$ cat src/rtl/mf3_pkg.sv
// Shared types and constants for the 3x3 median filter.
// Used by all mf3_* modules and by the top level; no dependencies.
`default_nettype none

package mf3_pkg;

  localparam int PIX_W       = 8;
  localparam int COORD_W     = 12;
  localparam int CFG_W       = 13;
  localparam int CFG_IDX_W   = 2;
  localparam int QUEUE_DEPTH = 4;
  localparam int QUEUE_AW    = 2;

  localparam logic [CFG_IDX_W-1:0] CFG_IMAGE_WIDTH  = 2'd0;
  localparam logic [CFG_IDX_W-1:0] CFG_IMAGE_HEIGHT = 2'd1;

  typedef struct packed {
    logic [PIX_W-1:0]   top;
    logic [PIX_W-1:0]   mid;
    logic [PIX_W-1:0]   px;
    logic               emit;
    logic [COORD_W-1:0] row;
    logic [COORD_W-1:0] col;
    logic               last;
  } mf3_item_t;

  typedef struct packed {
    logic full;
    logic almost_full;
  } q_status_t;

endpackage

`default_nettype wire

$ cat src/rtl/mf3_back.sv
// Back end: 3x3 window, pipelined median network and output register.
// Depends on mf3_pkg; fed by mf3_queue.
`default_nettype none

module mf3_back (
  input  wire logic                          clk,
  input  wire logic                          rst,
  input  wire logic                          q_valid,
  input  wire mf3_pkg::mf3_item_t            q_item,
  output logic                               pop,
  output logic                               out_valid,
  input  wire logic                          out_ready,
  output logic [mf3_pkg::PIX_W-1:0]          median_value,
  output logic [mf3_pkg::COORD_W-1:0]        centre_row,
  output logic [mf3_pkg::COORD_W-1:0]        centre_col,
  output logic                               frame_last
);

  typedef logic [mf3_pkg::PIX_W-1:0] pix_t;

  typedef struct packed {
    pix_t lo;
    pix_t md;
    pix_t hi;
  } s3_t;

  typedef struct packed {
    logic [mf3_pkg::COORD_W-1:0] row;
    logic [mf3_pkg::COORD_W-1:0] col;
    logic                        last;
  } tag_t;

  function automatic s3_t sort3(input pix_t a, input pix_t b, input pix_t c);
    pix_t x, y, z, t;
    s3_t  r;
    x = a;
    y = b;
    z = c;
    if (x > y) begin t = x; x = y; y = t; end
    if (y > z) begin t = y; y = z; z = t; end
    if (x > y) begin t = x; x = y; y = t; end
    r.lo = x;
    r.md = y;
    r.hi = z;
    return r;
  endfunction

  pix_t  win [9];
  logic  vw, v1, v2, v3;
  logic  rdy1, rdy2, rdy3, rdyw;
  tag_t  tag_w, tag_1, tag_2, tag_3;
  s3_t   rows1 [3];
  s3_t   agg_lo, agg_md, agg_hi, fin;
  pix_t  lo2, md2, hi2, med3;

  assign rdy3 = !v3 || out_ready;
  assign rdy2 = !v2 || rdy3;
  assign rdy1 = !v1 || rdy2;
  assign rdyw = !vw || rdy1;
  assign pop  = q_valid && rdyw;

  // shift the window on every item, emitting or not
  always_ff @(posedge clk) begin
    if (rst) begin
      for (int i = 0; i < 9; i++) begin
        win[i] <= '0;
      end
    end else if (pop) begin
      for (int r = 0; r < 3; r++) begin
        win[r*3]   <= win[r*3+1];
        win[r*3+1] <= win[r*3+2];
      end
      win[2] <= q_item.top;
      win[5] <= q_item.mid;
      win[8] <= q_item.px;
    end
  end

  always_ff @(posedge clk) begin
    if (rst) begin
      vw <= 1'b0;
      v1 <= 1'b0;
      v2 <= 1'b0;
      v3 <= 1'b0;
    end else begin
      if (rdyw) vw <= pop && q_item.emit;
      if (rdy1) v1 <= vw;
      if (rdy2) v2 <= v1;
      if (rdy3) v3 <= v2;
    end
  end

  always_ff @(posedge clk) begin
    if (pop) begin
      tag_w.row  <= q_item.row;
      tag_w.col  <= q_item.col;
      tag_w.last <= q_item.last;
    end
  end

  // sort each window row
  always_ff @(posedge clk) begin
    if (rdy1) begin
      tag_1 <= tag_w;
      for (int r = 0; r < 3; r++) begin
        rows1[r] <= sort3(win[r*3], win[r*3+1], win[r*3+2]);
      end
    end
  end

  assign agg_lo = sort3(rows1[0].lo, rows1[1].lo, rows1[2].lo);
  assign agg_md = sort3(rows1[0].md, rows1[1].md, rows1[2].md);
  assign agg_hi = sort3(rows1[0].hi, rows1[1].hi, rows1[2].hi);

  // max of minima, median of medians, min of maxima
  always_ff @(posedge clk) begin
    if (rdy2) begin
      tag_2 <= tag_1;
      lo2   <= agg_lo.hi;
      md2   <= agg_md.md;
      hi2   <= agg_hi.lo;
    end
  end

  assign fin  = sort3(lo2, md2, hi2);
  assign med3 = fin.md;

  always_ff @(posedge clk) begin
    if (rdy3) begin
      tag_3        <= tag_2;
      median_value <= med3;
    end
  end

  assign out_valid  = v3;
  assign centre_row = tag_3.row;
  assign centre_col = tag_3.col;
  assign frame_last = tag_3.last;

endmodule

`default_nettype wire

$ cat config.mk
export PLATFORM = sky130hd
export DESIGN_NAME = mf3_back
export DESIGN_NICKNAME = d
export VERILOG_FILES = /design/src/rtl/mf3_pkg.sv /design/src/rtl/mf3_back.sv
export SDC_FILE = /design/constraint.sdc
export NUM_CORES = 1
export LEC_CHECK = 0
export BUFFER_PORTS_ARGS = -buffer_cell sky130_fd_sc_hd__buf_2
export CAP_MARGIN = 20
export CORE_MARGIN = 3
export CORE_UTILIZATION = 35
export CTS_BUF_LIST = sky130_fd_sc_hd__clkbuf_8
export CTS_CLUSTER_DIAMETER = 200
export DETAILED_ROUTE_END_ITERATION = 10
export SKIP_LAST_GASP = 1
export SYNTH_ARGS = -nofsm -noshare
export SYNTH_HDL_FRONTEND = slang
export SYNTH_SLANG_ARGS = --single-unit
$ cat constraint.sdc
create_clock -name clk -period 5.9 [get_ports clk]
set_input_delay 0.295 -clock clk [delete_from_list [all_inputs] [get_ports clk]]
set_output_delay 0.295 -clock clk [all_outputs]
set_load 0.03 [all_outputs]
## Yosys cells after proc, flatten, opt, wreduce, memory -nomap -nowiden

Memory sizes are Yosys's and may differ from the RTL's.
Cells that the tools add are included.

| word-level totals | value |
|---|---|
| bits in writable memories | 144 |
| flip-flop bits (word level) | 136 |
| output and inout bits | 35 |
| word-level logic and storage cells | 127 |
| memories | 2 |

Memories:

| name | depth | width | rd ports | clocked after Yosys merged registers in | wr ports | line | text |
|---|---|---|---|---|---|---|---|
| rows1 | 3 | 24 | 3 | 0 | 3 | mf3_back.sv:52 | `s3_t rows1 [3];` |
| win | 9 | 8 | 9 | 0 | 9 | mf3_back.sv:48 | `pix_t win [9];` |

| operators by class | value |
|---|---|
| $lt $le $gt $ge | 20 |
| bitwise logic cells | 9 |
| multiplexer cells | 66 |
| reductions and logical operators | 10 |

Operators by type and width:

| kind | number |
|---|---|
| 8-bit 2-to-1 mux | 59 |
| 8-bit > comparator | 20 |
| 1-bit bitwise OR | 9 |
| 1-bit 2-to-1 mux | 7 |
| 1-bit logical NOT | 4 |
| 1-bit logical OR | 4 |
| 1-bit logical AND | 2 |

## Depth between registers and ports, before layout

Gate-level depths: netlist (run 1).

| depth | value |
|---|---|
| depth in word-level cells | 11 |
| gate-level depth with buffers | 27 |

## Least setup slack after synthesis (run 1)

No wires, ideal clock.

| timing | value |
|---|---|
| kind | flip-flop to flip-flop |
| from | memory win[0][1] in the netlist's numbering |
| to | memory rows1[0][10] in the netlist's numbering, data pin |
| setup time | 0.258 ns |
| setup slack | 0.818 ns |
| cell stages (with the launch flop) | 25 |
| required time | 5.642 ns |
| period minus slack after synthesis | 5.082 ns |
| arrival | 4.824 ns |
| path through | edfxtp_1 > ha_1 > nor2b_1 > o211ai_1 > a21oi_1 > o22ai_1 > buf_4 > buf_2 > mux2_2 > ha_1 > nor2b_1 > o21bai_1 > a21oi_1 > o21ai_2 > buf_2 > mux2i_1 > ha_1 > nor2b_1 > o211ai_1 > a21oi_1 > o22ai_2 > and2_1 > buf_2 > a21oi_2 > o221a_2 |

RTL lines:

| item | line |
|---|---|
| start: declaration | mf3_back.sv:48 |
| end: declaration | mf3_back.sv:52 |

==> out/qor.log, run 1 <==
[timing] normalized max-slew margin 32.6%
[critical_path] internal reg-to-reg setup slack 0.33 ns
[timing] final critical path time including I/O delays and setup 5.57 ns
[grt] busiest layer in global routing met2
[logic_synthesis] dominant cell type by area after synthesis sky130_fd_sc_hd__edfxtp_1
[min_path] type of the tightest min-delay check in2reg
[die] Die Y-Extent 222 um
[grt] number of global-route vias before repair 11.8k
[die] Boundary Pins 89
[logic_synthesis] cell types occupying the most area after synthesis sky130_fd_sc_hd__edfxtp_1 51%, sky130_fd_sc_hd__ha_1 12%, sky130_fd_sc_hd__mux2i_1 3.9%
[logic_synthesis] library cell with the highest instance count after synthesis sky130_fd_sc_hd__edfxtp_1
[grt] number of antenna violations at the first check in global routing 1
[final_layout] number of filler instances in the final layout 4329
[pwr] switching power as a share of total power 42.9%
[critical_path] Crit Path Max Fanout 13
[clocking] post-CTS repair timing setup buffer count 0
[clocking] clock root buffer master sky130_fd_sc_hd__clkbuf_8
[timing] Final Max Slew Viols 0
[clocking] clock transition at the register clock pins on the worst setup and hold paths after CTS 0.06 ns
[pwr] worst ir drop on vdd 0.455 mV
[logic_synthesis] synthesized net count 1629
[clocking] number of buffers created by CTS 48
[critical_path] arrival time of the worst setup path 5.94 ns
[placement] placement-stage worst setup slack 0.175 ns
[timing] worst-margin pin slew 1.01 ns
[logic_synthesis] leading register cell type out of synthesis sky130_fd_sc_hd__edfxtp_1
[logic_synthesis] share of the yosys chip area belonging to registers 51.2%
[grt] GRT Residual Overflow 0
[pwr] power density over cell area 642 nW/um^2
[pwr] proportion of power drawn by combinational gates 59.1%
[final_layout] register area 8370 um^2
[timing] maximum clock skew at final layout 0.0259 ns
[logic_synthesis] number of warnings issued by yosys 0
[timing] final total negative setup slack 0 ns
[timing] Period Utilization, post-route 94.4%
[logic_synthesis] area fraction of the dominant cell type after synthesis 50.7%
[die] die area 49300 um^2
[routing] 1st-iter DRT viols 902
[routing] number of remaining DRC errors 0
[critical_path] crit path kind reg2reg
[pwr] reported leakage power 7.95 nW
[routing] routed via count 11.8k
[logic_synthesis] ys async rst share 0%
[clocking] TritonCTS clock tree done
[clocking] worst skew pair latency 0.63 ns
[clocking] maximum clock insertion buffer count 3
[final_layout] area occupied by multi-input gates 7280 um^2
[routing] DR pass1 iterations 6
[logic_synthesis] top cell types by occurrence after synthesis 276 x sky130_fd_sc_hd__edfxtp_1, 160 x sky130_fd_sc_hd__ha_1, 138 x sky130_fd_sc_hd__inv_1
[routing] wire length per cell after detailed routing 17.9 um
[timing] setup repair after global routing missed its margin no
[final_layout] total non-filler cell area in the finished layout 19200 um^2
[pwr] sequential power share 27.0%
[clocking] CTS H-tree depth 2
[pwr] NetSw 5.29 mW
[die] Core Area 45800 um^2
[critical_path] data required time at the worst endpoint 6.27 ns
[outcome] result of the run finished, final reports clean
[grt] largest net degree at the start of global routing 73
[timing] endpoints failing setup 0
[logic_synthesis] synthesized area divided by synthesized cell count 11.5 um^2
[final_layout] share of post-route cells with drive strength above 1 19.8%
[routing] DRT Wirelength 39.9 mm
[placement] sum of net half-perimeters after detailed placement 29.9 mm
[final_layout] Final nets 1812
[grt] wire length of the first global-routing pass 63.3 mm
[die] Chip Width 222 um
[logic_synthesis] flip-flop and latch count after synthesis 280
[routing] via-per-instance ratio 5.26
[grt] met2 Usage GRT 26.2%
[critical_path] type of element capturing the critical path register
[logic_synthesis] number of synthesized flops with an enable pin 276
[die] initial cell density of the core 35.7%
[placement] Cell Area, Placed 17700 um^2
[logic_synthesis] synth unique cells 58
[clocking] number of clock sinks 280
[placement] placer's final routability congestion estimate 0.930
[pwr] fraction of power consumed by the clock network 13.9%
[logic_synthesis] post-synthesis instance area 16300 um^2
[grt] overall routing resource usage 15.9%
[timing] final number of hold-violating endpoints 0
[die] number of rows created at floorplan 78
[logic_synthesis] Post-Syn Instances 1415
[timing] timing-limited maximum frequency 0.180 GHz
[final_layout] Layout area overhead 17.4%
[timing] final setup slack of the worst path 0.333 ns
[pwr] cell internal power dissipation 7.02 mW
[routing] remaining number of nets flagged by the antenna check after routing 0
[run] number of max-capacitance violations reported 0
[grt] met1 layer usage reported by global route 21.4%
[grt] met3 Resource Use GR 3.10%
[placement] input/output buffers 88
[critical_path] kind of launch point of the worst setup path register
==> layout make-up <==
type,instances,share of cell area [%]
flip-flops and latches,280,43.6
multi-input cells,941,37.9
repair buffers,187,6.89
well taps,600,3.91
clock buffers,48,3.44
inverters,140,2.75
clock inverters,39,1.45
diodes,1,0.0130
==> path summary, 6_finish.rpt <==
check | start | end | cells after the start
max reg2reg | win[0][57]$_SDFFCE_PN0P_ | rows1[0][56]$_DFFE_PP_ | 21
max | win[0][57]$_SDFFCE_PN0P_ | rows1[0][56]$_DFFE_PP_ | 21
min reg2reg | tag_w[23]$_DFFE_PP_ | tag_1[23]$_DFFE_PP_ | 0
min | q_valid | win[0][51]$_SDFFCE_PN0P_ | 3
==> power groups by stage <==
stage | registers, mW | logic (mW) | clock network (mW)
2_1_floorplan | 3.28 | 5.28 | 0
3_3_place_gp | 3.36 | 6.97 | 0
3_5_place_dp | 3.37 | 7.13 | 0
4_1_cts | 3.33 | 7.21 | 1.79
5_1_grt | 3.37 | 8.12 | 1.89
6_report | 3.32 | 7.27 | 1.71
==> cells by family after synthesis <==
family          share of synthesized area [%]
compound gates                           15.1
fa+ha+maj                                12.2
buf+inv                                  4.74
flops                                    51.2
mux                                      6.65
simple gates                             10.1
==> worst max-delay path, stage by stage, from the launching register on <==
cell and delay, ns:
sky130_fd_sc_hd__edfxtp_1 0.41, sky130_fd_sc_hd__inv_1 0.11, sky130_fd_sc_hd__ha_1 0.24, sky130_fd_sc_hd__nor2b_1 0.13, sky130_fd_sc_hd__o211ai_1 0.21, sky130_fd_sc_hd__a21oi_1 0.15
sky130_fd_sc_hd__o31ai_4 0.20, sky130_fd_sc_hd__buf_4 0.20, sky130_fd_sc_hd__mux2i_1 0.29, sky130_fd_sc_hd__ha_1 0.29, sky130_fd_sc_hd__and3_1 0.19, sky130_fd_sc_hd__a221o_1 0.35
sky130_fd_sc_hd__a21oi_1 0.25, sky130_fd_sc_hd__a31oi_4 0.16, sky130_fd_sc_hd__mux2i_1 0.32, sky130_fd_sc_hd__ha_1 0.29, sky130_fd_sc_hd__and4_1 0.20, sky130_fd_sc_hd__o2bb2ai_1 0.12
sky130_fd_sc_hd__a31oi_2 0.29, sky130_fd_sc_hd__inv_2 0.12, sky130_fd_sc_hd__and2_1 0.30, sky130_fd_sc_hd__a222oi_1 0.50
==> per-layer routing <==
metal  up-vias  routed length, um
met5         -                  0
met4         0                980
met3        77               1930
met2       297              18700
li1       5739                  -
met1      5646              18300
==> cell usage in the layout, fill, tap and decap left out, types with 7 or more instances in the layout <==
master,instances
sky130_fd_sc_hd__edfxtp_1,276
sky130_fd_sc_hd__ha_1,160
sky130_fd_sc_hd__inv_1,148
sky130_fd_sc_hd__o21ai_0,114
sky130_fd_sc_hd__nand2_1,101
sky130_fd_sc_hd__a21oi_1,97
sky130_fd_sc_hd__buf_2,88
sky130_fd_sc_hd__mux2i_1,64
sky130_fd_sc_hd__nor3_1,54
sky130_fd_sc_hd__dlygate4sd3_1,52
sky130_fd_sc_hd__o221a_2,48
sky130_fd_sc_hd__clkbuf_8,48
sky130_fd_sc_hd__buf_4,46
sky130_fd_sc_hd__mux2_2,37
sky130_fd_sc_hd__nand4_1,32
sky130_fd_sc_hd__nor2_1,32
sky130_fd_sc_hd__and2_1,31
sky130_fd_sc_hd__o21bai_1,30
sky130_fd_sc_hd__nor2b_1,21
sky130_fd_sc_hd__a222oi_1,15
sky130_fd_sc_hd__clkinv_1,15
sky130_fd_sc_hd__o211ai_1,12
sky130_fd_sc_hd__a21o_1,8
sky130_fd_sc_hd__nand4b_1,8
sky130_fd_sc_hd__clkinv_2,7
sky130_fd_sc_hd__o22ai_2,7
sky130_fd_sc_hd__o21a_1,7
==> through the flow <==
stage	utilization [%]	instances	hold slack, ns	power, mW
floorplan	-	1415	0.394	8.56
finish	41.9	2236	0.251	12.3
CTS	41.8	2234	0.174	12.3
global placement	38.6	2095	0.400	10.3
detailed placement	38.6	2095	0.405	10.5
global route	41.9	2236	0.210	13.4
==> registers in the layout (all words and copies together), names as in the netlist, 8 cells and up <==
| signal | count |
|---|---|
| lo2 | 8 |
| hi2 | 8 |
| win | 72 |
| tag_w | 25 |
| rows1 | 72 |
| centre_row | 12 |
| md2 | 8 |
| median_value | 8 |
| centre_col | 12 |
| tag_2 | 25 |
| tag_1 | 25 |
==> repair_timing <==
| item | in CTS | in global routing |
|---|---|---|
| hold endpoints to repair | 51 | 0 |
| hold buffers | 52 | 0 |
| resized for setup | 0 | 5 |
| endpoints found under the setup margin | 0 | 48 |
Note: power is estimated with default switching activity, not from simulation.
==> run 2: changes to the inputs <==
--- a/config.mk
+++ b/config.mk
@@ -7,11 +7,14 @@
 export LEC_CHECK = 0
 export BUFFER_PORTS_ARGS = -buffer_cell sky130_fd_sc_hd__buf_2
 export CAP_MARGIN = 20
+export CELL_PAD_IN_SITES_DETAIL_PLACEMENT = 0
+export CELL_PAD_IN_SITES_GLOBAL_PLACEMENT = 2
 export CORE_MARGIN = 3
 export CORE_UTILIZATION = 35
 export CTS_BUF_LIST = sky130_fd_sc_hd__clkbuf_8
 export CTS_CLUSTER_DIAMETER = 200
 export DETAILED_ROUTE_END_ITERATION = 10
+export PLACE_DENSITY_LB_ADDON = 0.1
 export SKIP_LAST_GASP = 1
 export SYNTH_ARGS = -nofsm -noshare
 export SYNTH_HDL_FRONTEND = slang
==> out/qor.log, run 2 (synthesized netlist as in run 1, its figures left out) <==
[outcome] result of the run finished, final reports clean
[clocking] clock root buffer master sky130_fd_sc_hd__clkbuf_8
[die] Die Y-Extent 222 um
[timing] normalized max-slew margin 44.9%
[critical_path] Crit Path Max Fanout 29
[timing] Period Utilization, post-route 95.8%
[final_layout] Final nets 1835
[routing] wire length per cell after detailed routing 19.8 um
[die] initial cell density of the core 35.7%
[timing] worst-margin pin slew 0.821 ns
[routing] 1st-iter DRT viols 912
[final_layout] biggest registers after layout rows1: 72 flops, win: 72 flops
[placement] sum of net half-perimeters after detailed placement 32.9 mm
[critical_path] master of the slowest instance on the critical path sky130_fd_sc_hd__a222oi_1
[critical_path] internal reg-to-reg setup slack 0.25 ns
[pwr] reported leakage power 8.09 nW
[routing] routed via count 11.8k
[grt] number of antenna violations at the first check in global routing 0
[clocking] maximum clock insertion buffer count 3
[timing] final critical path time including I/O delays and setup 5.65 ns
[min_path] type of the tightest min-delay check in2reg
[die] Core Area 45800 um^2
[timing] maximum clock skew at final layout 0.0335 ns
[timing] setup repair after global routing missed its margin yes
[grt] number of global-route vias before repair 11.8k
[final_layout] total non-filler cell area in the finished layout 19400 um^2
[critical_path] crit path kind reg2reg
[grt] wire length of the first global-routing pass 69.4 mm
[timing] endpoints failing setup 0
[clocking] number of clock sinks 280
[routing] via-per-instance ratio 5.20
[final_layout] commonest cells after routing, fill and taps aside 276 x sky130_fd_sc_hd__edfxtp_1, 160 x sky130_fd_sc_hd__ha_1, 144 x sky130_fd_sc_hd__inv_1
[critical_path] data required time at the worst endpoint 6.31 ns
[placement] Cell Area, Placed 17900 um^2
[run] number of max-capacitance violations reported 0
[routing] DRT Wirelength 44.9 mm
[die] Boundary Pins 89
[timing] final number of hold-violating endpoints 0
[pwr] total design power 13.1 mW
[placement] input/output buffers 88
[critical_path] arrival time of the worst setup path 6.06 ns
[die] Chip Width 222 um
[placement] number of cells in the design after placement 2114
[final_layout] Layout Utilization 42.4%
[die] number of rows created at floorplan 78
[clocking] worst skew pair latency 0.66 ns
[clocking] number of buffers created by CTS 53
[final_layout] share of post-route cells with drive strength above 1 20.8%
[critical_path] cell-by-cell trace of the critical path ha_1, nor2b_1, o211ai_1, a21oi_1, o31ai_4, buf_4, mux2i_1, ha_1, and3_1, a221o_1, a21oi_1, a31oi_2, buf_12, mux2i_1, ha_1, and4_1, o2bb2ai_1, a31oi_2, inv_2, and2_1, a222oi_1
[die] die area 49300 um^2
[routing] number of remaining DRC errors 0
[critical_path] most numerous cell on the critical path sky130_fd_sc_hd__ha_1
[routing] remaining number of nets flagged by the antenna check after routing 0
[grt] GRT Residual Overflow 0
[pwr] worst ir drop on vdd 0.476 mV
[grt] overall routing resource usage 18.0%
[critical_path] type of element capturing the critical path register
[clocking] TritonCTS clock tree done
[critical_path] kind of launch point of the worst setup path register
[clocking] clock transition at the register clock pins on the worst setup and hold paths after CTS 0.07 ns
[final_layout] most frequent standard cell in the layout excluding fill and tap cells sky130_fd_sc_hd__edfxtp_1
[placement] placer's final routability congestion estimate 0.833
[timing] timing-limited maximum frequency 0.177 GHz
[routing] DR pass1 iterations 5
[timing] Final Max Slew Viols 0
[pwr] power density over cell area 673 nW/um^2
[grt] largest net degree at the start of global routing 73
[clocking] CTS H-tree depth 2
[critical_path] maximum single-stage delay on the critical path 0.51 ns
[final_layout] Layout area overhead 18.8%
[final_layout] final instance count without filler cells 2263
## run 2: changes by cell type in the layout (fill, tap and decap cells not counted), moves of 3 or more
| cell | before | now |
|---|---|---|
| sky130_fd_sc_hd__clkinv_1 | 15 | 24 |
| sky130_fd_sc_hd__clkbuf_8 | 48 | 53 |
| sky130_fd_sc_hd__inv_1 | 148 | 144 |
| sky130_fd_sc_hd__buf_12 | 0 | 3 |
| sky130_fd_sc_hd__buf_4 | 46 | 62 |
## run 2: worst max-delay path: cells and delay by family, from the launching register on
family          cells  cell delay (ns)
compound gates      9             2.00
fa+ha+maj           3             0.93
simple gates        4             0.84
flops               1             0.44
mux                 2             0.57
buf+inv             3             0.59
## run 2: per-stage QoR
step / setup WS, ns / setup TNS (ns) / hold slack (ns)
after floorplan: 0.818 / 0 / 0.394
after CTS: 0.211 / 0 / 0.0260
final: 0.250 / 0 / 0.106
after global placement: 0.245 / 0 / 0.400
after global routing: -0.0612 / -0.0612 / 0.0743
after detailed placement: 0.294 / 0 / 0.405
## run 2: cell type report
cell class / instances / area (um^2)
Antenna cell: 1 / 2.50
Multi-Input combinational cell: 941 / 7270
Timing Repair Buffer: 205 / 1510
Fill cell: 4419 / 26400
Clock inverter: 43 / 260
Clock buffer: 53 / 729
Sequential cell: 280 / 8370
Tap cell: 600 / 751
Inverter: 140 / 528
## run 2: power by group
| part | internal, mW | switching [mW] |
|---|---|---|
| clock | 0.937 | 0.881 |
| sequential | 2.98 | 0.350 |
| combinational | 3.51 | 4.42 |
## run 2: path summary, 6_finish.rpt
| kind | from | to | cells after the start |
|---|---|---|---|
| max | win[0][49]$_SDFFCE_PN0P_ | rows1[0][56]$_DFFE_PP_ | 21 |
| min | q_item[25] | vw$_SDFFE_PP0N_ | 3 |
| max reg2reg | win[0][49]$_SDFFCE_PN0P_ | rows1[0][56]$_DFFE_PP_ | 21 |
| min reg2reg | tag_1[5]$_DFFE_PP_ | tag_2[5]$_DFFE_PP_ | 0 |
## run 2: layer usage
layer | vias up | GRT usage, % | routed length (um)
met4 | 0 | 6.13 | 1190
met2 | 237 | 29.5 | 21000
met3 | 78 | 3.01 | 1980
met5 | - | 0 | 0
li1 | 5783 | - | -
met1 | 5660 | 24.2 | 20600
## run 2: timing repair
item	CTS	global route
hold endpoints to repair	51	0
setup endpoints to repair	0	35
hold buffers	50	0
setup buffers	0	0
gates resized for setup	0	4
