==> src/rtl/mf3_pkg.sv <==
// Shared types and constants for the 3x3 median filter.
// Used by all mf3_* modules and by the top level; no dependencies.
`default_nettype none

package mf3_pkg;

  localparam int PIX_W       = 8;
  localparam int COORD_W     = 12;
  localparam int CFG_W       = 13;
  localparam int CFG_IDX_W   = 2;
  localparam int QUEUE_DEPTH = 4;
  localparam int QUEUE_AW    = 2;

  localparam logic [CFG_IDX_W-1:0] CFG_IMAGE_WIDTH  = 2'd0;
  localparam logic [CFG_IDX_W-1:0] CFG_IMAGE_HEIGHT = 2'd1;

  typedef struct packed {
    logic [PIX_W-1:0]   top;
    logic [PIX_W-1:0]   mid;
    logic [PIX_W-1:0]   px;
    logic               emit;
    logic [COORD_W-1:0] row;
    logic [COORD_W-1:0] col;
    logic               last;
  } mf3_item_t;

  typedef struct packed {
    logic full;
    logic almost_full;
  } q_status_t;

endpackage

`default_nettype wire

==> src/rtl/mf3_queue.sv <==
// Short item queue between front end and median back end.
// Depends on mf3_pkg.
`default_nettype none

module mf3_queue (
  input  wire logic                clk,
  input  wire logic                rst,
  input  wire logic                push,
  input  wire mf3_pkg::mf3_item_t  push_item,
  output mf3_pkg::q_status_t       q_stat,
  output logic                     pop_valid,
  input  wire logic                pop,
  output mf3_pkg::mf3_item_t       pop_item
);

  mf3_pkg::mf3_item_t              slots [mf3_pkg::QUEUE_DEPTH];
  logic [mf3_pkg::QUEUE_AW-1:0]    wr_ptr, rd_ptr;
  logic [mf3_pkg::QUEUE_AW:0]      count;
  logic                            do_pop;

  assign do_pop             = pop && pop_valid;
  assign pop_valid          = (count != '0);
  assign pop_item           = slots[rd_ptr];
  assign q_stat.full        = (count == (mf3_pkg::QUEUE_AW+1)'(mf3_pkg::QUEUE_DEPTH));
  assign q_stat.almost_full = (count >= (mf3_pkg::QUEUE_AW+1)'(mf3_pkg::QUEUE_DEPTH - 1));

  always_ff @(posedge clk) begin
    if (push) begin
      slots[wr_ptr] <= push_item;
    end
  end

  always_ff @(posedge clk) begin
    if (rst) begin
      wr_ptr <= '0;
      rd_ptr <= '0;
      count  <= '0;
    end else begin
      if (push) begin
        wr_ptr <= wr_ptr + mf3_pkg::QUEUE_AW'(1);
      end
      if (do_pop) begin
        rd_ptr <= rd_ptr + mf3_pkg::QUEUE_AW'(1);
      end
      case ({push, do_pop})
        2'b10:   count <= count + (mf3_pkg::QUEUE_AW+1)'(1);
        2'b01:   count <= count - (mf3_pkg::QUEUE_AW+1)'(1);
        default: count <= count;
      endcase
    end
  end

endmodule

`default_nettype wire

==> config.mk <==
export PLATFORM = sky130hd
export DESIGN_NAME = mf3_queue
export DESIGN_NICKNAME = d
export VERILOG_FILES = /design/src/rtl/mf3_pkg.sv /design/src/rtl/mf3_queue.sv
export SDC_FILE = /design/constraint.sdc
export NUM_CORES = 1
export LEC_CHECK = 0
export ABC_AREA = 1
export ABC_CLOCK_PERIOD_IN_PS = 3000
export BUFFER_PORTS_ARGS = -buffer_cell sky130_fd_sc_hd__buf_4
export CORE_MARGIN = 2
export CORE_UTILIZATION = 40
export DETAILED_ROUTE_END_ITERATION = 6
export GPL_TIMING_DRIVEN = 1
export PLACE_DENSITY_LB_ADDON = 0.12
export SETUP_SLACK_MARGIN = 0.02
export SLEW_MARGIN = 30
export SYNTH_ARGS = -nofsm -noshare
export SYNTH_HDL_FRONTEND = slang
export SYNTH_SLANG_ARGS = --single-unit
==> constraint.sdc <==
create_clock -name clk -period 3 [get_ports clk]
set_clock_uncertainty 0.1 [all_clocks]
set_input_delay 0.15 -clock clk [delete_from_list [all_inputs] [get_ports clk]]
set_output_delay 0.15 -clock clk [all_outputs]
set_load 0.01 [all_outputs]
**Word-level counts from Yosys, hierarchy flattened**

Memories as Yosys holds them, arrays and structs flattened. A register that Yosys moved wholly into a read port is not among the register bits.
Index checks and enable logic that the tools add are counted.

- Input port bits: 54
- Register bits after elaboration: 7
- Memories kept: 1
- Bits in writable memories: 200
- Logic and storage cells: 20
- Output and inout bits: 53

Memories:

| memory | words | width | read ports | clocked after memory_dff | write ports | line | RTL |
|---|---|---|---|---|---|---|---|
| slots | 4 | 50 | 1 | 1 | 1 | mf3_queue.sv:16 | `mf3_pkg::mf3_item_t slots [mf3_pkg::QUEUE_DEPTH];` |

- Mux-type cells: 5
- Add/sub/neg operators: 4
- Equal/unequal tests: 3
- Reduce and logical (&&, ||, !) cells: 3
- $lt $le $gt $ge: 1

Operator list:

| kind | number |
|---|---|
| 3-bit one-hot mux with 2 select lines | 1 |
| 2-bit by 1-bit adder with 2-bit output, second input constant | 2 |
| 2-bit 2-to-1 mux | 2 |
| 3-bit by 1-bit adder with 3-bit output, second input constant | 1 |
| 3-bit == test, second input constant | 1 |
| 3-bit by 2-bit >= comparator with 1-bit output, second input constant | 1 |
| 3-bit nonzero test | 1 |
| 3-bit by 1-bit subtractor with 3-bit output, second input constant | 1 |
| 2-bit by 1-bit == test with 1-bit output, second input constant | 1 |
| 2-bit == test, second input constant | 1 |
| 1-bit 2-to-1 mux | 2 |
| 2-bit nonzero test | 1 |
| 1-bit logical AND | 1 |

**Logic depth before layout (Yosys ltp)**

Gate-level depths: netlist of the first run.

- Depth after elaboration: 4
- Depth in mapped cells: 13
- Gate-level depth less buffers: 13

**Least setup slack after synthesis of the first run**

OpenSTA, ideal clock, no wires.

- Path kind: register to register
- Start point: register wr_ptr[0] in the netlist's numbering
- End point: memory slots[2][0] in the netlist's numbering, enable pin
- Arrival: 1.566 ns
- Required time: 2.496 ns
- Slack: 0.930 ns
- Library setup time: 0.404 ns
- Stages on the path, launching flop included: 5
- Period minus slack after synthesis: 2.070 ns
- Path buffers: 0
- Cells stage by stage: dfxtp_1 inv_1 ha_1 nand2_1 inv_1

RTL lines:

| what | line | RTL |
|---|---|---|
| start: declaration | mf3_queue.sv:17 | `logic [mf3_pkg::QUEUE_AW-1:0] wr_ptr, rd_ptr;` |
| start signal: assignment | mf3_queue.sv:40 | `wr_ptr <= wr_ptr + mf3_pkg::QUEUE_AW'(1);` |
| end: declaration | mf3_queue.sv:16 |  |

No word-level cell before the write port.

==> metrics.md, run 1 <==
| Metric | Value |
|---|---|
| Status | `finished, final reports clean` |
| Startpoint Class | `flop` |
| Area delta synth->final | `26.8%` |
| Core Region | `19600 um2` |
| H-tree Lvls | `1` |
| Slew Limit Fails | `0` |
| CTS tree | `built` |
| Post-synth top area share | `around 75%` |
| Initial antenna violation count | `0` |
| RSZ-0062 raised after global routing | `no` |
| Worst-Margin Slew | `roughly 0.69 ns` |
| Routability cong. | `0.741` |
| Synth Area in XOR/XNOR | `0%` |
| IO Count | `107` |
| DIE WIDTH | `between 100 and 150 um` |
| Via density | `5.03` |
| Hold Crit Class | `in2reg` |
| Crit path kind | `reg2out` |
| Synth Net Count | `610` |
| Root Driver | `clkbuf_16` |
| Initial Util | `41.0%` |
| Worst-path clk slew | `~0.06 ns` |
| Leakage | `3.64 nW` |
| Pre-CTS setup slack | `0.984 ns` |
| Hpwl dp | `9.44 mm` |
| Synth Area in Adders | `1.03%` |
| Number of global-route vias before repair | `5020` |
| Worst setup slack after layout | `0.486 ns` |
| Post-synth cell types | `23` |
| Routed vias | `4990` |
| Nets@finish | `772` |
| Maximum vdd drop | `approximately 0.00035 V` |
| Crit-path max FO | `58` |
| Crit path required time | `2.75 ns` |
| FILL cells | `roughly 1700` |
| 1st-iter DRT viols | `roughly 280` |
| Internal Power | `5.54 mW` |
| Design Power | `approximately 7.5 mW` |
| Compound-gate portion of the synthesized area | `10.8%` |
| Setup repair bufs after CTS | `0` |
| Die height | `between 100 and 150 um` |
| Drt drc | `0` |
| Pwr/cell area | `736 nW/um2` |
| Simple-Gate Fraction of Synth Area | `under 10%` |
| Mapped Cells | `550` |
| Switch share | `roughly a quarter` |
| WHS | `0.292 ns` |
| Global-route wire length before repair | `26.5 mm` |
| Die area | `21200 um2` |
| Register bit total from synthesis | `between 200 and 250` |
| Sw power | `1.96 mW` |
| Routed Antenna Nets | `0` |
| Diode count | `0` |
| # Max-Cap Violations | `0` |
| Global route overflow | `0` |
| # rows | `51` |
| Crit share post-route | `83.8%` |
| CP endpoint kind | `output pin` |
| Clock buffer count from CTS | `22` |
| Setup TNS | `0 ns` |
| Pin count of the biggest net entering global routing | `101` |
| Port bufs | `106` |
| Mapped Avg Cell Area | `~15 um2` |
| Clk pwr share | `34.8%` |
| CTS Buffer Depth | `3` |
| Final Setup Violations | `0` |
| Final core utilization | `52.0%` |
| Worst Path Arrival | `2.26 ns` |
| Count of final hold-check violations | `0` |
| GRT Overall Usage | `15.8%` |
| Clock latency on the worst-skew pair | `0.49 ns` |
| Max_slew headroom | `54.2%` |
| Clk sink count | `209` |
| Syn. warnings | `0` |
| Cell accounting for the most synthesized area | `edfxtp_1` |
| Sequential share of power | `46.1%` |
| Mux cell area share after synthesis | `0%` |
| DR pass1 iterations | `4` |
| Sequential share of the synthesized area | `between 70 and 80%` |
| Post-Syn Area | `8030 um2` |
| Fmax achieved | `398 MHz` |
| Final min period | `2.51 ns` |
| Gate power share | `a little under a fifth` |
| Largest cells by area after synthesis | `edfxtp_1, nor2_1, o22ai_1` |
| Share of layout cells above drive strength 1 | `between 20% and 30%` |
| Per-cell routed wire length | `approximately 17 um` |
| Largest family of logic cells by synthesized area | `compound AO/OA/AOI/OAI gates` |
| Routed wire length | `17.2 mm` |
-- stage by stage --
step | instances | area [um2]
after floorplan | 550 | 8030
after global placement | 899 | 8940
after detailed placement | 899 | 8940
after CTS | 992 | 10200
after global routing | 992 | 10200
final | 992 | 10200
-- sequential cells by signal (all words and copies together), names as in the netlist, named ones only --
signal / cells
count: 3
slots: 200
rd_ptr: 2
wr_ptr: 2
-- synth_stat cells (all sizes together) --
cell type and count:
dlymetal6s2s 1, nand3 3, nor3 1, fa 1, edfxtp 200, nor2 106
buf 30, nand2 15, dfxtp 9, a21oi 5, o22ai 50, inv 19
ha 5, o21ai 105
-- layout make-up --
cell class	count	area, um2	area share, %
clock buffers	32	609	5.99
inverters	19	83.8	0.824
flip-flops and latches	209	6190	60.8
repair buffers	169	1450	14.3
multi-input cells	291	1430	14.0
clock inverters	7	83.8	0.824
well taps	265	332	3.26
-- per-layer routing --
metal	wire length (um)	share of wire [%]	GRT usage, %	up-vias
met5	0	0	0	-
met4	432	2.5	5.49	0
met3	942	5.5	3.82	31
met2	8550	50	27.1	127
met1	7230	42	19.5	2460
li1	-	-	-	2372
-- cell families (layout without fill, tap and decap cells) --
kind of cell,Yosys count,count (layout)
AO/OA/AOI/OAI,160,160
flip-flops,209,209
AND/OR/NAND/NOR,125,125
adder cells (fa/ha/maj),6,6
buffers and inverters,50,227
-- critical path: stages (launching register included) --
cell	delay, ns
dfxtp_4	0.80
buf_4	0.43
o21ai_0	0.14
o22ai_1	0.23
buf_4	0.16
-- timing repair --
action | CTS | global route
hold buffers | 54 | 0
resized for setup | 0 | 0
hold endpoints to repair | 209 | 0
-- power by group through the flow --
stage | clock [mW] | sequential (mW) | combinational, mW
after detailed placement | 0 | 3.52 | 1.39
final | 2.61 | 3.46 | 1.43
after CTS | 2.67 | 3.46 | 1.46
after global placement | 0 | 3.51 | 1.37
after floorplan | 0 | 3.44 | 0.946
after global routing | 2.77 | 3.47 | 1.58
-- path summary, 6_finish.rpt --
kind,endpoint,depth (start not counted),startpoint,slack (ns)
hold reg to reg,count[0],1,count[0],0.44
hold / removal,slots[3][29],2,push_item[29],0.29
setup reg to reg,count[2],13,count[0],1.10
setup / recovery,pop_item[3],4,flop,0.49
-- cell usage in the layout (no fill, tap or decap), drive strengths merged --
| master | instances |
|---|---|
| a21oi | 5 |
| buf | 115 |
| bufinv | 2 |
| clkbuf | 32 |
| clkinv | 4 |
| clkinvlp | 1 |
| dfxtp | 9 |
| dlygate4sd3 | 54 |
| edfxtp | 200 |
| fa | 1 |
| ha | 5 |
| inv | 19 |
| nand2 | 15 |
| nand3 | 3 |
| nor2 | 106 |
| nor3 | 1 |
| o21ai | 105 |
| o22ai | 50 |
Power figures use the tool's default switching activity.
==> run 2: changes to the inputs <==
--- a/config.mk
+++ b/config.mk
@@ -5,8 +5,8 @@
 export SDC_FILE = /design/constraint.sdc
 export NUM_CORES = 1
 export LEC_CHECK = 0
-export ABC_AREA = 1
-export ABC_CLOCK_PERIOD_IN_PS = 3000
+export ABC_AREA = 0
+export ABC_CLOCK_PERIOD_IN_PS = 2320
 export BUFFER_PORTS_ARGS = -buffer_cell sky130_fd_sc_hd__buf_4
 export CORE_MARGIN = 2
 export CORE_UTILIZATION = 40
==> constraint.sdc (replaced) <==
create_clock -name clk -period 2.32 [get_ports clk]
set_clock_uncertainty 0.1 [all_clocks]
set_input_delay 0.116 -clock clk [delete_from_list [all_inputs] [get_ports clk]]
set_output_delay 0.116 -clock clk [all_outputs]
set_load 0.01 [all_outputs]
==> run 2 against run 1 <==
Sequential share of layout area grew 0.26 points. Final area shrank 0.43%. Critical path type unchanged. Total power grew 28%. Largest cell class unchanged. Hold slack lost 0.024 ns. Global-route usage shrank 1.4 points.
==> metrics.md, run 2 <==
| Metric | Value |
|---|---|
| Most common cell in the netlist | `edfxtp_1` |
| Global-route wire length before repair | `22.2 mm (-16%)` |
| Port bufs | `106 (unchanged)` |
| CP max stage delay | `0.53 ns (-0.27 ns)` |
| Drt drc | `0 (unchanged)` |
| Commonest non-fill, non-tap cell in the layout | `edfxtp_1` |
| Initial Util | `41.0% (+0.071 points)` |
| Most flops, register | `slots` |
| Status | `finished, final reports clean` |
| Cell accounting for the most synthesized area | `edfxtp_1` |
| # rows | `50 (-2.0%)` |
| Pwr/cell area | `949 nW/um2 (+29%)` |
| CTS resizes | `0 (unchanged)` |
| Synth top cells by count | `edfxtp_1, mux4_2, dfxtp_1, nor2_1, inv_1` |
| Clock buffer count from CTS | `22 (unchanged)` |
| Global route overflow | `0 (unchanged)` |
| Area delta synth->final | `31.1%` |
| Nets@finish | `564 (-27%)` |
| Crit share post-route | `approximately nine tenths` |
| Top delay family on crit path | `multiplexers` |
| Worst Path Arrival | `1.87 ns (-0.39 ns)` |
| Crit path required time | `2.10 ns (-0.65 ns)` |
| Root Driver | `clkbuf_16` |
| Clk sink count | `209 (unchanged)` |
| Crit-path max FO | `17 (-71%)` |
| Per-cell routed wire length | `18.2 um (+5.3%)` |
| CP endpoint kind | `output pin` |
| Diode count | `0 (unchanged)` |
| Routed Antenna Nets | `0 (unchanged)` |
| RSZ-0062 raised after global routing | `no` |
| Crit path kind | `reg2out` |
| Worst-path clk slew | `0.06 ns (about the same)` |
| Via density | `4.81 (-4.3%)` |
| Leakage | `3.49 nW (-4.0%)` |
| WHS | `0.268 ns (-0.0238 ns)` |
| Routability cong. | `0.670 (-9.7%)` |
| Die area | `20400 um2 (-3.6%)` |
| Mapped Avg Cell Area | `24.9 um2 (+70%)` |
| Sequential share of the synthesized area | `80.0% (+3.0 points)` |
| Synth Net Count | `371 (-39%)` |
| Routed vias | `3750 (-25%)` |
| Slowest stage cell on the critical path | `mux4_2` |
| IO Count | `107 (unchanged)` |
| Setup TNS | `0 ns (unchanged)` |
| Ys flop type | `edfxtp_1` |
| Max_slew headroom | `67.5% (+13 points)` |
| Worst-Margin Slew | `0.488 ns (-0.199 ns)` |
| GRT Overall Usage | `14.4% (-1.4 points)` |
| Core Region | `18800 um2 (-3.9%)` |
| Critical Path, Cell by Cell | `buf_12, mux4_2, buf_4` |
| Async set-reset flop share out of synthesis | `0% (unchanged)` |
| Placed cells | `677 (-25%)` |
| Largest register FFs | `200 (unchanged)` |
| 1st-iter DRT viols | `197 (-31%)` |
| # Max-Cap Violations | `0 (unchanged)` |
| Post-synth top area share | `77.7% (+2.9 points)` |
| Fmax achieved | `479 MHz` |
| Hold Crit Class | `in2reg` |
| Largest cells by area after synthesis | `edfxtp_1, mux4_2, dfxtp_1` |
| DIE WIDTH | `143 um (-1.8%)` |
| Share of layout cells above drive strength 1 | `40.3% (+19 points)` |
| Most frequent cells in the layout | `edfxtp_1, buf_4, dlygate4sd3_1, mux4_2, clkbuf_16` |
| Register bit total from synthesis | `209 (unchanged)` |
| H-tree Lvls | `1 (unchanged)` |
| Mapped Cells | `311 (-43%)` |
| Die height | `143 um (-1.8%)` |
| Post-synth EDFFs | `200 (unchanged)` |
| Syn. warnings | `0 (unchanged)` |
| CTS tree | `built` |
| Pin count of the biggest net entering global routing | `35 (-65%)` |
| Final Setup Violations | `0 (unchanged)` |
| Clock latency on the worst-skew pair | `0.48 ns (about the same)` |
| Count of final hold-check violations | `0 (unchanged)` |
| Post-route insts no fill | `779 (-21%)` |
| WP buf/inv | `2 (unchanged)` |
| Maximum vdd drop | `0.000587 V (+68%)` |
| DR pass1 iterations | `4 (unchanged)` |
| Initial antenna violation count | `0 (unchanged)` |
| CTS Buffer Depth | `3 (unchanged)` |
| Slew Limit Fails | `0 (unchanged)` |
| Final min period | `roughly 2.1 ns` |
| Routed wire length | `14.2 mm (-17%)` |
| Post-Syn Area | `7730 um2 (-3.7%)` |
| Post-synth cell types | `23 (unchanged)` |
| Top flop regs | `slots: 200 flops, count: 3 flops` |
| Startpoint Class | `flop` |
| Hpwl dp | `8.60 mm (-8.9%)` |
| Number of global-route vias before repair | `4119 (-18%)` |
[run 2: cell types whose count changed in the layout (fill, tap and decap cells not counted), sizes merged, moves of 7 or more]
cell,before,now
mux4,0,50
buf,115,128
nand2,15,0
nor2,106,8
clkinv,4,11
o22ai,50,0
o21ai,105,1
inv,19,6
[run 2: repair_timing]
action,in CTS,in global routing
buffers inserted,0,9
endpoints found under the hold margin,209,0
setup endpoints to repair,0,34
hold buffers,54,0
[run 2: final cells by class]
class / count / area (um2)
fill: 1490 / 8700
sequential: 209 / 6190
timing repair buffer: 182 / 1580
multi-input combinational: 83 / 1380
clock buffer: 28 / 594
tap: 260 / 325
clock inverter: 11 / 43.8
inverter: 6 / 22.5
[run 2: logic make-up (layout without fill, tap and decap cells)]
logic type | Yosys count | count (layout) | synth area share (%)
AO/OA/AOI/OAI | 6 | 6 | 0.518
AND/OR/NAND/NOR | 15 | 15 | 0.955
XOR/XNOR | 5 | 5 | 0.567
flip-flops | 209 | 209 | 80.0
adder cells (fa/ha/maj) | 6 | 6 | 1.07
multiplexers | 51 | 51 | 14.7
buffers and inverters | 19 | 227 | 2.15
[run 2: worst reg2reg max path: cells and delay by family (launching register included)]
| kind | cells | cell delay (ns) |
|---|---|---|
| flops | 1 | 0.40 |
| fa+ha+maj | 2 | 0.60 |
| compound gates | 2 | 0.36 |
| buf+inv | 1 | 0.06 |
| xor+xnor | 1 | 0.16 |
| simple gates | 1 | 0.30 |
[run 2: worst paths after layout]
check	to	slack [ns]	startpoint	cells past startpoint
min reg2reg	rd_ptr[1]	0.43	rd_ptr[1]	2
min	slots[2][49]	0.27	push_item[49]	2
max reg2reg	count[2]	0.28	count[0]	7
max	pop_item[17]	0.23	flop	3
[run 2: stage by stage]
| stage | setup slack [ns] | util [%] | total power [mW] | cell area (um2) |
|---|---|---|---|---|
| 2_1_floorplan | 0.0729 | - | 5.74 | 7730 |
| 3_3_place_gp | 0.396 | 47.2 | 6.46 | 8890 |
| 3_5_place_dp | 0.290 | 47.2 | 6.49 | 8890 |
| 4_1_cts | 0.0316 | 53.5 | 9.68 | 10100 |
| 5_1_grt | 0.108 | 53.8 | 10.1 | 10100 |
| 6_report | 0.232 | 53.8 | 9.61 | 10100 |
[run 2: power breakdown]
group / leakage, nW / internal, mW / switching [mW]
Combinational: 1.27 / 1.18 / 0.872
Sequential: 1.91 / 4.36 / 0.112
Clock: 0.311 / 1.79 / 1.29
[run 2: per-layer routing]
| layer | global-route usage, % | share of wire (%) | vias up |
|---|---|---|---|
| met5 | 0 | 0 | - |
| met4 | 3.60 | 1.8 | 0 |
| met3 | 3.35 | 5.6 | 25 |
| met2 | 25.1 | 51 | 101 |
| met1 | 18.2 | 42 | 1936 |
| li1 | - | - | 1688 |
==> run 3: changes to the inputs <==
--- a/config.mk
+++ b/config.mk
@@ -6,7 +6,7 @@
 export NUM_CORES = 1
 export LEC_CHECK = 0
 export ABC_AREA = 0
-export ABC_CLOCK_PERIOD_IN_PS = 2320
+export ABC_CLOCK_PERIOD_IN_PS = 2200
 export BUFFER_PORTS_ARGS = -buffer_cell sky130_fd_sc_hd__buf_4
 export CORE_MARGIN = 2
 export CORE_UTILIZATION = 40
==> constraint.sdc (replaced) <==
create_clock -name clk -period 2.2 [get_ports clk]
set_clock_uncertainty 0.1 [all_clocks]
set_input_delay 0.11 -clock clk [delete_from_list [all_inputs] [get_ports clk]]
set_output_delay 0.11 -clock clk [all_outputs]
set_load 0.01 [all_outputs]
==> run 3 against run 2 <==
Sequential share of layout area down 0.11 points. Sequential cell count unchanged. Setup slack worse by 0.12 ns. Routed wire length down 1.1%. Final cell count down 1.0%. Utilization up 0.11 points. Total power up 8.5%. Register-to-register slack worse by 0.11 ns. First-iteration DRC count down 2.5%. Critical path depth unchanged. Via count down 1.2%. Die area unchanged.
==> metrics.md, run 3 (synthesis results as in run 2) <==
| Metric | Value |
|---|---|
| Max_slew headroom | `66.1% (-1.3 points)` |
| Clock buffer count from CTS | `22 (unchanged)` |
| Root Driver | `clkbuf_16` |
| Most flops, register | `slots` |
| CP endpoint kind | `output pin` |
| CTS Buffer Depth | `3 (unchanged)` |
| Worst-Margin Slew | `0.508 ns (+0.0203 ns)` |
| RSZ-0062 raised after global routing | `no` |
| Drt drc | `0 (unchanged)` |
| Number of global-route vias before repair | `3896 (-5.4%)` |
| CP max stage delay | `0.56 ns (+0.03 ns)` |
| Hold Crit Class | `in2reg` |
| Worst r2r src | `count[1]` |
| Leakage | `3.48 nW (-0.50%)` |
| Top delay family on crit path | `multiplexers` |
| Routed wire length | `14.0 mm (-1.1%)` |
| Maximum vdd drop | `0.000544 V (-7.3%)` |
| Port bufs | `106 (unchanged)` |
| Global route overflow | `0 (unchanged)` |
| Slew Limit Fails | `0 (unchanged)` |
| Routed vias | `3705 (-1.2%)` |
| Finished Cell Area | `10200 um2 (+0.20%)` |
| Clk sink count | `209 (unchanged)` |
| Startpoint Class | `flop` |
| Fmax achieved | `479 MHz` |
| Final core utilization | `53.9% (+0.11 points)` |
| Gate power share | `20.1% (-1.3 points)` |
| Clock latency on the worst-skew pair | `0.50 ns (+0.02 ns)` |
| Sequential share of power | `45.0% (-1.5 points)` |
| Area delta synth->final | `31.4%` |
| Placed cells | `676 (-0.15%)` |
| Worst Setup EP | `pop_item[29]` |
| Pin count of the biggest net entering global routing | `36 (+2.9%)` |
| Routability cong. | `0.661 (-1.3%)` |
| DR pass1 iterations | `4 (unchanged)` |
| Routed Antenna Nets | `0 (unchanged)` |
| Initial Util | `41.0% (unchanged)` |
| Crit path kind | `reg2out` |
| Die height | `143 um (unchanged)` |
| Worst Path Arrival | `1.88 ns (about the same)` |
| Share of layout cells above drive strength 1 | `39.6% (-0.66 points)` |
| Crit-path max FO | `30 (+13)` |
| Per-cell routed wire length | `18.2 um (about the same)` |
| # Max-Cap Violations | `0 (unchanged)` |
| Final Setup Violations | `0 (unchanged)` |
| Status | `finished, final reports clean` |
| Via density | `4.81 (-0.17%)` |
| Worst-path clk slew | `0.06 ns (about the same)` |
| Crit path required time | `1.99 ns (-0.11 ns)` |
| Top flop regs | `slots: 200 flops, count: 3 flops` |
| Nets@finish | `554 (-1.8%)` |
| Worst Reg-to-Reg Cells | `7 (unchanged)` |
| # rows | `50 (unchanged)` |
| Placed Area | `8880 um2 (about the same)` |
| IO Count | `107 (unchanged)` |
| Pwr/cell area | `1030 nW/um2 (+8.3%)` |
| 1st-iter DRT viols | `192 (-2.5%)` |
| Crit share post-route | `a little over nine tenths` |
| Post-route insts no fill | `771 (-1.0%)` |
| CTS tree | `built` |
| WHS | `0.253 ns (-0.0151 ns)` |
| Cell depth of the worst setup path | `3 (unchanged)` |
| Core Region | `18800 um2 (unchanged)` |
| GRT Overall Usage | `14.1% (-0.29 points)` |
| Switch share | `23.1% (-0.63 points)` |
| Die area | `20400 um2 (unchanged)` |
| FF-to-FF End | `count[2]` |
| Slowest stage cell on the critical path | `mux4_2` |
| Largest register FFs | `200 (unchanged)` |
| WP buf/inv | `2 (unchanged)` |
| Clk pwr share | `35.0% (+2.9 points)` |
| R2r setup slk | `0.17 ns (-0.11 ns)` |
| Most frequent cells in the layout | `edfxtp_1, buf_4, dlygate4sd3_1, mux4_2, clkbuf_16` |
| Setup TNS | `0 ns (unchanged)` |
| H-tree Lvls | `1 (unchanged)` |
| Hpwl dp | `7.97 mm (-7.2%)` |
| Count of final hold-check violations | `0 (unchanged)` |
| Critical Path, Cell by Cell | `buf_16, mux4_2, buf_4` |
| Internal Power | `8.02 mW (+9.4%)` |
| Global-route wire length before repair | `21.5 mm (-3.1%)` |
| DIE WIDTH | `143 um (unchanged)` |
| Final min period | `approximately 2.1 ns` |
| Sw power | `2.41 mW (+5.6%)` |
| Commonest non-fill, non-tap cell in the layout | `edfxtp_1` |
| Initial antenna violation count | `1 (+1)` |
[run 3: per-stage QoR]
step	worst slack (ns)	power (mW)
after floorplan	0.314	6.05
after global placement	0.274	6.80
after detailed placement	0.180	6.83
after CTS	0.0623	10.6
after global routing	0.0228	10.9
final	0.114	10.4
[run 3: worst register-to-register path, cell delays in order (launching register included)]
cell     delay, ns
dfxtp_1       0.42
o31a_1        0.21
ha_1          0.20
inv_1         0.07
fa_1          0.37
xor2_1        0.16
or3_1         0.30
a21oi_1       0.14
[run 3: worst min-delay path by stage]
stage,start,end,slack [ns],cells past startpoint
2_1_floorplan,push_item[0],slots[0][0],0.11,0
3_3_place_gp,push_item[14],slots[0][14],0.21,1
3_5_place_dp,push_item[7],slots[0][7],0.21,1
4_1_cts,push_item[23],slots[2][23],0.23,2
5_1_grt,push_item[36],slots[2][36],0.25,2
6_report,push_item[23],slots[2][23],0.25,2
[run 3: cell type report]
cell class	count	area, um2
Fill cell	1508	8680
Sequential cell	209	6190
Timing Repair Buffer	172	1510
Multi-Input combinational cell	83	1380
Clock buffer	29	598
Tap cell	260	325
Clock inverter	11	124
Inverter	6	22.5
Antenna cell	1	2.50
[run 3: repair_timing]
item | CTS | global route
hold endpoints to repair | 209 | 0
endpoints found under the setup margin | 0 | 2
hold buffers | 54 | 0
buffers inserted | 0 | 0
resized for setup | 0 | 2
[run 3: power by group through the flow]
stage	Combinational, mW	Sequential, mW	Clock (mW)
floorplan	1.32	4.73	0
global placement	2.04	4.75	0
detailed placement	2.06	4.77	0
CTS	2.15	4.69	3.76
global route	2.28	4.71	3.92
finish	2.09	4.69	3.65
[run 3: metal layers]
layer / up-vias / GRT usage [%] / routed length (um)
li1: 1675 / - / -
met3: 20 / 3.09 / 595
met1: 1922 / 18.9 / 6070
met4: 0 / 4.06 / 287
met2: 88 / 23.3 / 7070
met5: - / 0 / 0
